`src/hdl/ssa_pkg.sv`:
```
// Package for the sample slip accumulator: opcodes, register indexes,
// controller states, widths and constant tables. No dependencies.
package ssa_pkg;

    localparam int OP_W     = 2;
    localparam int PPM_W    = 16;
    localparam int BLOCK_W  = 10;
    localparam int CLAMP_W  = 4;
    localparam int ADJ_W    = 2;
    localparam int FRAC_W   = 21;
    localparam int SUM_W    = 27;
    localparam int MAG_W    = 24;
    localparam int QUOT_W   = 4;
    localparam int CNT_W    = 4;
    localparam int WHOLE_W  = 6;
    localparam int CFG_W    = 10;
    localparam int OUT_W    = 24;

    localparam logic [OP_W-1:0] OP_APPLY   = 2'd0;
    localparam logic [OP_W-1:0] OP_CONSUME = 2'd1;
    localparam logic [OP_W-1:0] OP_CLEAR   = 2'd2;

    localparam logic REG_BLOCK_SAMPLES = 1'b0;
    localparam logic REG_CLAMP_SAMPLES = 1'b1;

    localparam logic [BLOCK_W-1:0] BLOCK_RESET = 10'd480;
    localparam logic [CLAMP_W-1:0] CLAMP_RESET = 4'd10;

    localparam logic [MAG_W-1:0] ONE_SAMPLE = 24'd1000000;

    // Saturation limit in 1e-6 sample units for each clamp setting.
    localparam logic [MAG_W-1:0] LIMIT_TAB [16] = '{
        24'd0,        24'd1000000,  24'd2000000,  24'd3000000,
        24'd4000000,  24'd5000000,  24'd6000000,  24'd7000000,
        24'd8000000,  24'd9000000,  24'd10000000, 24'd11000000,
        24'd12000000, 24'd13000000, 24'd14000000, 24'd15000000
    };

    // Restoring-division trial values, one per quotient bit.
    localparam logic [MAG_W-1:0] STEP_TAB [4] = '{
        24'd1000000, 24'd2000000, 24'd4000000, 24'd8000000
    };

    typedef enum logic [2:0] {
        ST_IDLE,
        ST_MUL,
        ST_CLAMP,
        ST_DIV,
        ST_FIN,
        ST_DONE
    } state_t;

endpackage

```
`src/hdl/sample_slip_accumulator.sv`:
```
// Sample slip accumulator top level: bit-serial scaling, clamp and
// digit-serial whole-sample extraction with an output register.
// Depends on ssa_pkg.
//
// Usage:
//   Input channel s_*: s_tuser carries the opcode (apply, consume, clear),
//   s_tdata the signed ppm correction. One item is taken at a time.
//   Output channel m_*: one result per item, the staged adjustment and the
//   accumulator remainder, held in an output register until taken.
//   Configuration: cfg_we with cfg_addr 0 writes block_samples, cfg_addr 1
//   writes clamp_samples; write only while the block is idle.
// Sequence:
//   Apply runs from accept to m_tvalid through the shift-add multiplier
//   (one block_samples bit per cycle), the clamp, the restoring division
//   (one quotient bit each), the fold of the whole samples into the staged
//   adjustment and the load of the output register. Consume, clear and
//   the unused opcode go straight to the output register load.
//   A new item is accepted in the cycle after the result is loaded, so
//   no item is taken while another is still in progress.
// Reset: both stores clear, registers return to 480 and 10.
// Stall: a waiting result stays in the output register; a finished next
//   result holds in ST_DONE until the output register frees up.
module sample_slip_accumulator
    import ssa_pkg::*;
(
    input  logic                clk,
    input  logic                rst_n,
    input  logic                s_tvalid,
    output logic                s_tready,
    input  logic [PPM_W-1:0]    s_tdata,   // [15:0] ppm_offset
    input  logic [OP_W-1:0]     s_tuser,   // [1:0] opcode
    output logic                m_tvalid,
    input  logic                m_tready,
    output logic [OUT_W-1:0]    m_tdata,   // [1:0] adjust, [22:2] residue, [23] zero
    input  logic                cfg_we,
    input  logic                cfg_addr,
    input  logic [CFG_W-1:0]    cfg_data
);

    state_t state_reg, state_next;

    logic [BLOCK_W-1:0]        block_reg;
    logic [CLAMP_W-1:0]        clamp_reg;
    logic signed [FRAC_W-1:0]  acc_reg, acc_next;
    logic signed [ADJ_W-1:0]   staged_reg, staged_next;

    logic signed [SUM_W-1:0]   prod_reg, prod_next;
    logic signed [SUM_W-1:0]   mcand_reg, mcand_next;
    logic [BLOCK_W-1:0]        mult_reg, mult_next;
    logic [CNT_W-1:0]          cnt_reg, cnt_next;
    logic [MAG_W-1:0]          mag_reg, mag_next;
    logic                      neg_reg, neg_next;
    logic [QUOT_W-1:0]         quot_reg, quot_next;
    logic signed [ADJ_W-1:0]   res_adj_reg, res_adj_next;
    logic signed [FRAC_W-1:0]  res_frac_reg, res_frac_next;

    logic                      out_valid_reg;
    logic [OUT_W-1:0]          out_data_reg;

    logic                      in_take;
    logic                      out_load;

    // Datapath temporaries
    logic [SUM_W-1:0]          prod_abs;
    logic [SUM_W-1:0]          limit_ext;
    logic [SUM_W-1:0]          clamped;
    logic [MAG_W-1:0]          step_val;
    logic                      step_ge;
    logic signed [WHOLE_W-1:0] whole;
    logic signed [WHOLE_W-1:0] pend;
    logic [FRAC_W-1:0]         frac_mag;

    // ---------------------------------------------------------------
    // Next state
    // ---------------------------------------------------------------
    always_comb
    begin
        state_next = state_reg;
        case (state_reg)
            ST_IDLE:
            begin
                if (s_tvalid)
                begin
                    state_next = (s_tuser == OP_APPLY) ? ST_MUL : ST_DONE;
                end
            end
            ST_MUL:
            begin
                if (cnt_reg == CNT_W'(BLOCK_W - 1))
                begin
                    state_next = ST_CLAMP;
                end
            end
            ST_CLAMP:
            begin
                state_next = ST_DIV;
            end
            ST_DIV:
            begin
                if (cnt_reg == '0)
                begin
                    state_next = ST_FIN;
                end
            end
            ST_FIN:
            begin
                state_next = ST_DONE;
            end
            ST_DONE:
            begin
                if (!out_valid_reg || m_tready)
                begin
                    state_next = ST_IDLE;
                end
            end
            default:
            begin
                state_next = ST_IDLE;
            end
        endcase
    end

    // ---------------------------------------------------------------
    // Handshake controls
    // ---------------------------------------------------------------
    always_comb
    begin
        s_tready = 1'b0;
        out_load = 1'b0;
        case (state_reg)
            ST_IDLE:
            begin
                s_tready = 1'b1;
            end
            ST_DONE:
            begin
                out_load = !out_valid_reg || m_tready;
            end
            default:
            begin
                s_tready = 1'b0;
                out_load = 1'b0;
            end
        endcase
    end

    assign in_take = s_tvalid && s_tready;

    // ---------------------------------------------------------------
    // Datapath
    // ---------------------------------------------------------------
    always_comb
    begin
        acc_next      = acc_reg;
        staged_next   = staged_reg;
        prod_next     = prod_reg;
        mcand_next    = mcand_reg;
        mult_next     = mult_reg;
        cnt_next      = cnt_reg;
        mag_next      = mag_reg;
        neg_next      = neg_reg;
        quot_next     = quot_reg;
        res_adj_next  = res_adj_reg;
        res_frac_next = res_frac_reg;

        // Magnitude clamp: the limit is symmetric, so clamp |sum|.
        prod_abs  = prod_reg[SUM_W-1] ? SUM_W'(-prod_reg) : SUM_W'(prod_reg);
        limit_ext = SUM_W'(LIMIT_TAB[clamp_reg]);
        clamped   = (prod_abs > limit_ext) ? limit_ext : prod_abs;

        // One quotient bit per cycle, most significant first.
        step_val = STEP_TAB[cnt_reg[1:0]];
        step_ge  = (mag_reg >= step_val);

        // Fold whole samples into the staged adjustment.
        whole    = neg_reg ? -WHOLE_W'({2'b00, quot_reg}) : WHOLE_W'({2'b00, quot_reg});
        pend     = WHOLE_W'(staged_reg) + whole;
        frac_mag = FRAC_W'(mag_reg);

        case (state_reg)
            ST_IDLE:
            begin
                if (in_take)
                begin
                    prod_next  = SUM_W'(acc_reg);
                    mcand_next = SUM_W'($signed(s_tdata));
                    mult_next  = block_reg;
                    cnt_next   = '0;
                    quot_next  = '0;
                    case (s_tuser)
                        OP_APPLY:
                        begin
                            res_adj_next  = staged_reg;
                            res_frac_next = acc_reg;
                        end
                        OP_CONSUME:
                        begin
                            res_adj_next  = staged_reg;
                            res_frac_next = acc_reg;
                            staged_next   = '0;
                        end
                        OP_CLEAR:
                        begin
                            res_adj_next  = '0;
                            res_frac_next = '0;
                            staged_next   = '0;
                            acc_next      = '0;
                        end
                        default:
                        begin
                            // unused opcode: report, change nothing
                            res_adj_next  = staged_reg;
                            res_frac_next = acc_reg;
                        end
                    endcase
                end
            end
            ST_MUL:
            begin
                if (mult_reg[0])
                begin
                    prod_next = prod_reg + mcand_reg;
                end
                mcand_next = mcand_reg <<< 1;
                mult_next  = mult_reg >> 1;
                cnt_next   = cnt_reg + CNT_W'(1);
            end
            ST_CLAMP:
            begin
                neg_next = prod_reg[SUM_W-1];
                mag_next = MAG_W'(clamped);
                cnt_next = CNT_W'(QUOT_W - 1);
            end
            ST_DIV:
            begin
                if (step_ge)
                begin
                    mag_next = mag_reg - step_val;
                end
                quot_next = {quot_reg[QUOT_W-2:0], step_ge};
                cnt_next  = cnt_reg - CNT_W'(1);
            end
            ST_FIN:
            begin
                if (pend > WHOLE_W'(1))
                begin
                    staged_next = ADJ_W'(1);
                end
                else if (pend < -WHOLE_W'(1))
                begin
                    staged_next = -ADJ_W'(1);
                end
                else
                begin
                    staged_next = pend[ADJ_W-1:0];
                end
                acc_next      = neg_reg ? -frac_mag : frac_mag;
                res_adj_next  = staged_next;
                res_frac_next = acc_next;
            end
            default:
            begin
                // ST_DONE: hold
            end
        endcase
    end

    // ---------------------------------------------------------------
    // Control registers and stores
    // ---------------------------------------------------------------
    always_ff @(posedge clk or negedge rst_n)
    begin
        if (!rst_n)
        begin
            state_reg     <= ST_IDLE;
            block_reg     <= BLOCK_RESET;
            clamp_reg     <= CLAMP_RESET;
            acc_reg       <= '0;
            staged_reg    <= '0;
            out_valid_reg <= 1'b0;
        end
        else
        begin
            state_reg  <= state_next;
            acc_reg    <= acc_next;
            staged_reg <= staged_next;
            if (cfg_we)
            begin
                case (cfg_addr)
                    REG_BLOCK_SAMPLES: block_reg <= cfg_data[BLOCK_W-1:0];
                    REG_CLAMP_SAMPLES: clamp_reg <= cfg_data[CLAMP_W-1:0];
                    default:           block_reg <= block_reg;
                endcase
            end
            if (out_load)
            begin
                out_valid_reg <= 1'b1;
            end
            else if (m_tready)
            begin
                out_valid_reg <= 1'b0;
            end
        end
    end

    // ---------------------------------------------------------------
    // Payload registers
    // ---------------------------------------------------------------
    always_ff @(posedge clk)
    begin
        prod_reg     <= prod_next;
        mcand_reg    <= mcand_next;
        mult_reg     <= mult_next;
        cnt_reg      <= cnt_next;
        mag_reg      <= mag_next;
        neg_reg      <= neg_next;
        quot_reg     <= quot_next;
        res_adj_reg  <= res_adj_next;
        res_frac_reg <= res_frac_next;
        if (out_load)
        begin
            out_data_reg <= {1'b0, res_frac_reg, res_adj_reg};
        end
    end

    assign m_tvalid = out_valid_reg;
    assign m_tdata  = out_data_reg;

    // ---------------------------------------------------------------
    // Assertions
    // ---------------------------------------------------------------
    // Remainder of the division is always below one sample.
    a_div_rem: assert property (@(posedge clk) disable iff (!rst_n)
        state_reg == ST_FIN |-> mag_reg < ONE_SAMPLE)
        else $error("division remainder not below one sample");

    // The accumulator stays strictly within one sample.
    a_acc_range: assert property (@(posedge clk) disable iff (!rst_n)
        (acc_reg < FRAC_W'(1000000)) && (acc_reg > -FRAC_W'(1000000)))
        else $error("accumulator outside one sample");

    // Staged adjustment never takes the code for -2.
    a_staged_code: assert property (@(posedge clk) disable iff (!rst_n)
        staged_reg != 2'b10)
        else $error("staged adjustment out of range");

    // An apply item always enters the multiplier next cycle.
    a_apply_mul: assert property (@(posedge clk) disable iff (!rst_n)
        s_tvalid && s_tready && (s_tuser == OP_APPLY) |=> state_reg == ST_MUL)
        else $error("apply item did not start the multiplier");

endmodule
```
`config.mk`:
```
export PLATFORM = sky130hd
export DESIGN_NAME = sample_slip_accumulator
export DESIGN_NICKNAME = d
export VERILOG_FILES = /design/src/hdl/ssa_pkg.sv /design/src/hdl/sample_slip_accumulator.sv
export SDC_FILE = /design/constraint.sdc
export NUM_CORES = 1
export LEC_CHECK = 0
export BUFFER_PORTS_ARGS = -buffer_cell sky130_fd_sc_hd__buf_4
export CAP_MARGIN = 10
export CORE_MARGIN = 1
export CORE_UTILIZATION = 35
export CTS_CLUSTER_DIAMETER = 200
export DETAILED_ROUTE_END_ITERATION = 8
export SLEW_MARGIN = 20
export SYNTH_ARGS = -nofsm -noshare
export SYNTH_HDL_FRONTEND = slang
export SYNTH_SLANG_ARGS = --single-unit
```
`constraint.sdc`:
```
create_clock -name clk -period 4.7 [get_ports clk]
set_clock_uncertainty 0.2 [all_clocks]
set_input_delay 0.705 -clock clk [delete_from_list [all_inputs] [get_ports clk]]
set_output_delay 0.705 -clock clk [all_outputs]
set_load 0.02 [all_outputs]
```
==> metrics.txt <==
run status=complete, no violations; Synth Register Bits=184; Seq/Total Area, Yosys=46.8%; largest net degree at the start of global routing=45; kind of critical path=reg -> reg; wire length of the first global-routing pass=42,500 microns; routability cong.=0.914; CP required=4790 ps; crit path max fanout=34; drt via density=5.14; final period utilization=93.4%; Net Count, Synth=1,223; vias in the first global route=7,923; power per cell area=828 mW/mm^2; Post-Place Worst Slack=249 ps; number of DRC markers in iteration 0=597; initial antenna violation count=1; Avg Inst Size Synth=10.3 sq um; most common cell after layout, fill and taps aside=nand2_1; min cycle time layout=4390 ps; peak supply drop=0.409 mV; CP cell instances=or4_1, nor4_2, buf_4, nand2_1, o41ai_2, xor2_1, inv_1, ha_1, and4_1, nor4bb_2, o2111ai_1, a32oi_2, buf_12, mux2i_1, nor2_1, a21oi_1; Antenna diodes=0; EDFF count, synth=143; Tightest Pin Transition=996 ps; H-tree depth=4; DP Area=0.0123 sq mm; Top delay family on crit path=simple AND/OR/NAND/NOR gates; port buffer count=58; final instance area=0.0129 sq mm; nets=1,272; reg2reg start=prod_reg[7]$_DFFE_PP_; FMAX=228 MHz; worst hold path type=in -> async; Crit path arrival time=4480 ps; total global-route track usage=16.5%; most frequent cells in the layout=162 x nand2_1, 143 x edfxtp_1, 79 x ha_1; clock latency on the worst-skew pair=450 ps; First-pass DRT Iterations=6; Distinct cells, synth=71; reg2reg setup slack=310 ps; critical path's slowest cell=or4_1; Synth Cell Area=0.0114 sq mm; FP Rows=65; clock sinks=184; max-slew violations=0; grt ovf=0; Finish-stage setup viols=0; Lkg Pwr=0.00537 uW; detailed-route DRC error count=0; Syn-to-layout area delta=13.6%; Hold Worst Slack=47.8 ps; chip width=182 microns; Starting Density=35.8%; clk slew on worst S/H paths=70 ps; final hold violations=0; share of layout cells above drive strength 1=13.2%; Max stage delay on crit path=610 ps; die area=0.0333 sq mm; Top FF cell, synth=edfxtp_1; overall routed net length=26,300 microns; CTS Buf Count=17; Fillers=3,113; die height=182 microns; via count=8,233; Post-synth ARST share=22.3%; area taken by multi-input logic gates=0.00577 sq mm; I/O Pins=60; Final WS setup=310 ps; FF/Latch Area=0.00533 sq mm; Post-Synthesis Cells=1,106; HPWL after detailed placement=20,200 microns; Avg WL per Cell=16.4 microns; max cap viols=0; crit end category=register; warnings from Yosys=0; clock tree buffer depth=2; CTS root buffer=clkbuf_16; ANT nets after route=0; critical path launch point type=register; CP startpoint=prod_reg[7]$_DFFE_PP_; CORE AREA=0.0318 sq mm; Buf/Inv on CP=3; CTS tree=built; Rel. slew slack=33.6%
## final timing paths
check,endpoint,cells after the start
max in group asynchronous,acc_reg[16]$_DFFE_PN0P_,1
worst min-delay path,block_reg[9]$_DFFE_PN0P_,1
worst min register to register,m_tdata[12]$_DFFE_PP_,0
worst max-delay path,mag_reg[21]$_DFFE_PP_,16
min in group clk,m_tdata[12]$_DFFE_PP_,0
worst max register to register,mag_reg[21]$_DFFE_PP_,16
## worst register-to-register path, stage by stage, from the launching register on
cell       delay, ps
edfxtp_1         430
or4_1            610
nor4_2           240
buf_4            170
nand2_1           90
o41ai_2          260
xor2_1           230
inv_1             70
ha_1             290
and4_1           230
nor4bb_2         280
o2111ai_1        160
a32oi_2          290
buf_12           220
mux2i_1          240
nor2_1            60
a21oi_1          160
## metal layers
metal  routed length, microns  part of all wire [%]  GRT usage, %  vias to the layer above
met5                        0                     0             0                        -
met4                      407                   1.5          4.74                        0
met3                     1040                   4.0          2.87                       26
met2                    11700                    45          26.0                      160
met1                    13100                    50          23.2                     3931
li1                         -                     -             -                     4116
## what timing repair did
item	4_1_cts	5_1_grt
gates resized for setup	0	2
setup buffers	0	1
hold buffers	0	0
endpoints found under the setup margin	0	10
endpoints found under the hold margin	0	0
## area by class of cell
| type | instances | share of cell area, % |
|---|---|---|
| clock inverters | 13 | 1.24 |
| clock buffers | 19 | 3.42 |
| multi-input cells | 841 | 44.5 |
| repair buffers | 74 | 4.39 |
| well taps | 435 | 4.20 |
| flip-flops and latches | 184 | 41.1 |
| inverters | 37 | 1.07 |
## cells by family (layout without fill, tap and decap cells)
family                     after synthesis  after routing  synth area share (%)
AOI/OAI and AO/OA                      265            265                  14.9
other                                    1              1                0.0329
buffers and inverters                   81            143                  2.84
muxes                                   38             38                  3.65
DFF                                    184            184                  46.8
xor gates and xnor gates                93             93                  7.15
and+or+nand+nor                        361            361                  15.3
adders and majority gates               83             83                  9.38
## where the power goes
group | switching [uW] | internal (uW)
logic | 3380 | 2380
registers | 595 | 2880
clock network | 667 | 816
## synth_stat cells (8+ instances only)
cell	number	share of area, %
nand2_1	163	5.4
edfxtp_1	143	38
ha_1	79	8.7
o21ai_0	76	3.3
nor2_1	62	2.0
a21o_1	53	3.5
a21oi_1	52	2.3
xor2_1	48	3.7
xnor2_1	45	3.5
clkbuf_1	36	1.2
inv_1	36	1.2
dfrtp_1	35	7.7
mux2_2	28	2.8
nand3b_1	19	1.3
nand2b_1	18	0.99
nor3_1	15	0.66
nand3_1	14	0.61
o31ai_1	14	0.92
and3_1	12	0.66
a31oi_1	11	0.60
mux2i_1	10	0.88
nor2b_1	10	0.55
o41ai_1	8	0.61
## metrics by stage
stage	utilization, %	setup TNS, ps	total power [uW]	instances
floorplan	-	0	7700	1106
global placement	38.8	0	9130	1570
detailed placement	38.8	0	9240	1570
CTS	40.7	0	10800	1602
global route	40.7	-23.1	11600	1603
finish	40.7	0	10700	1603
Power figures use the tool's default switching activity.
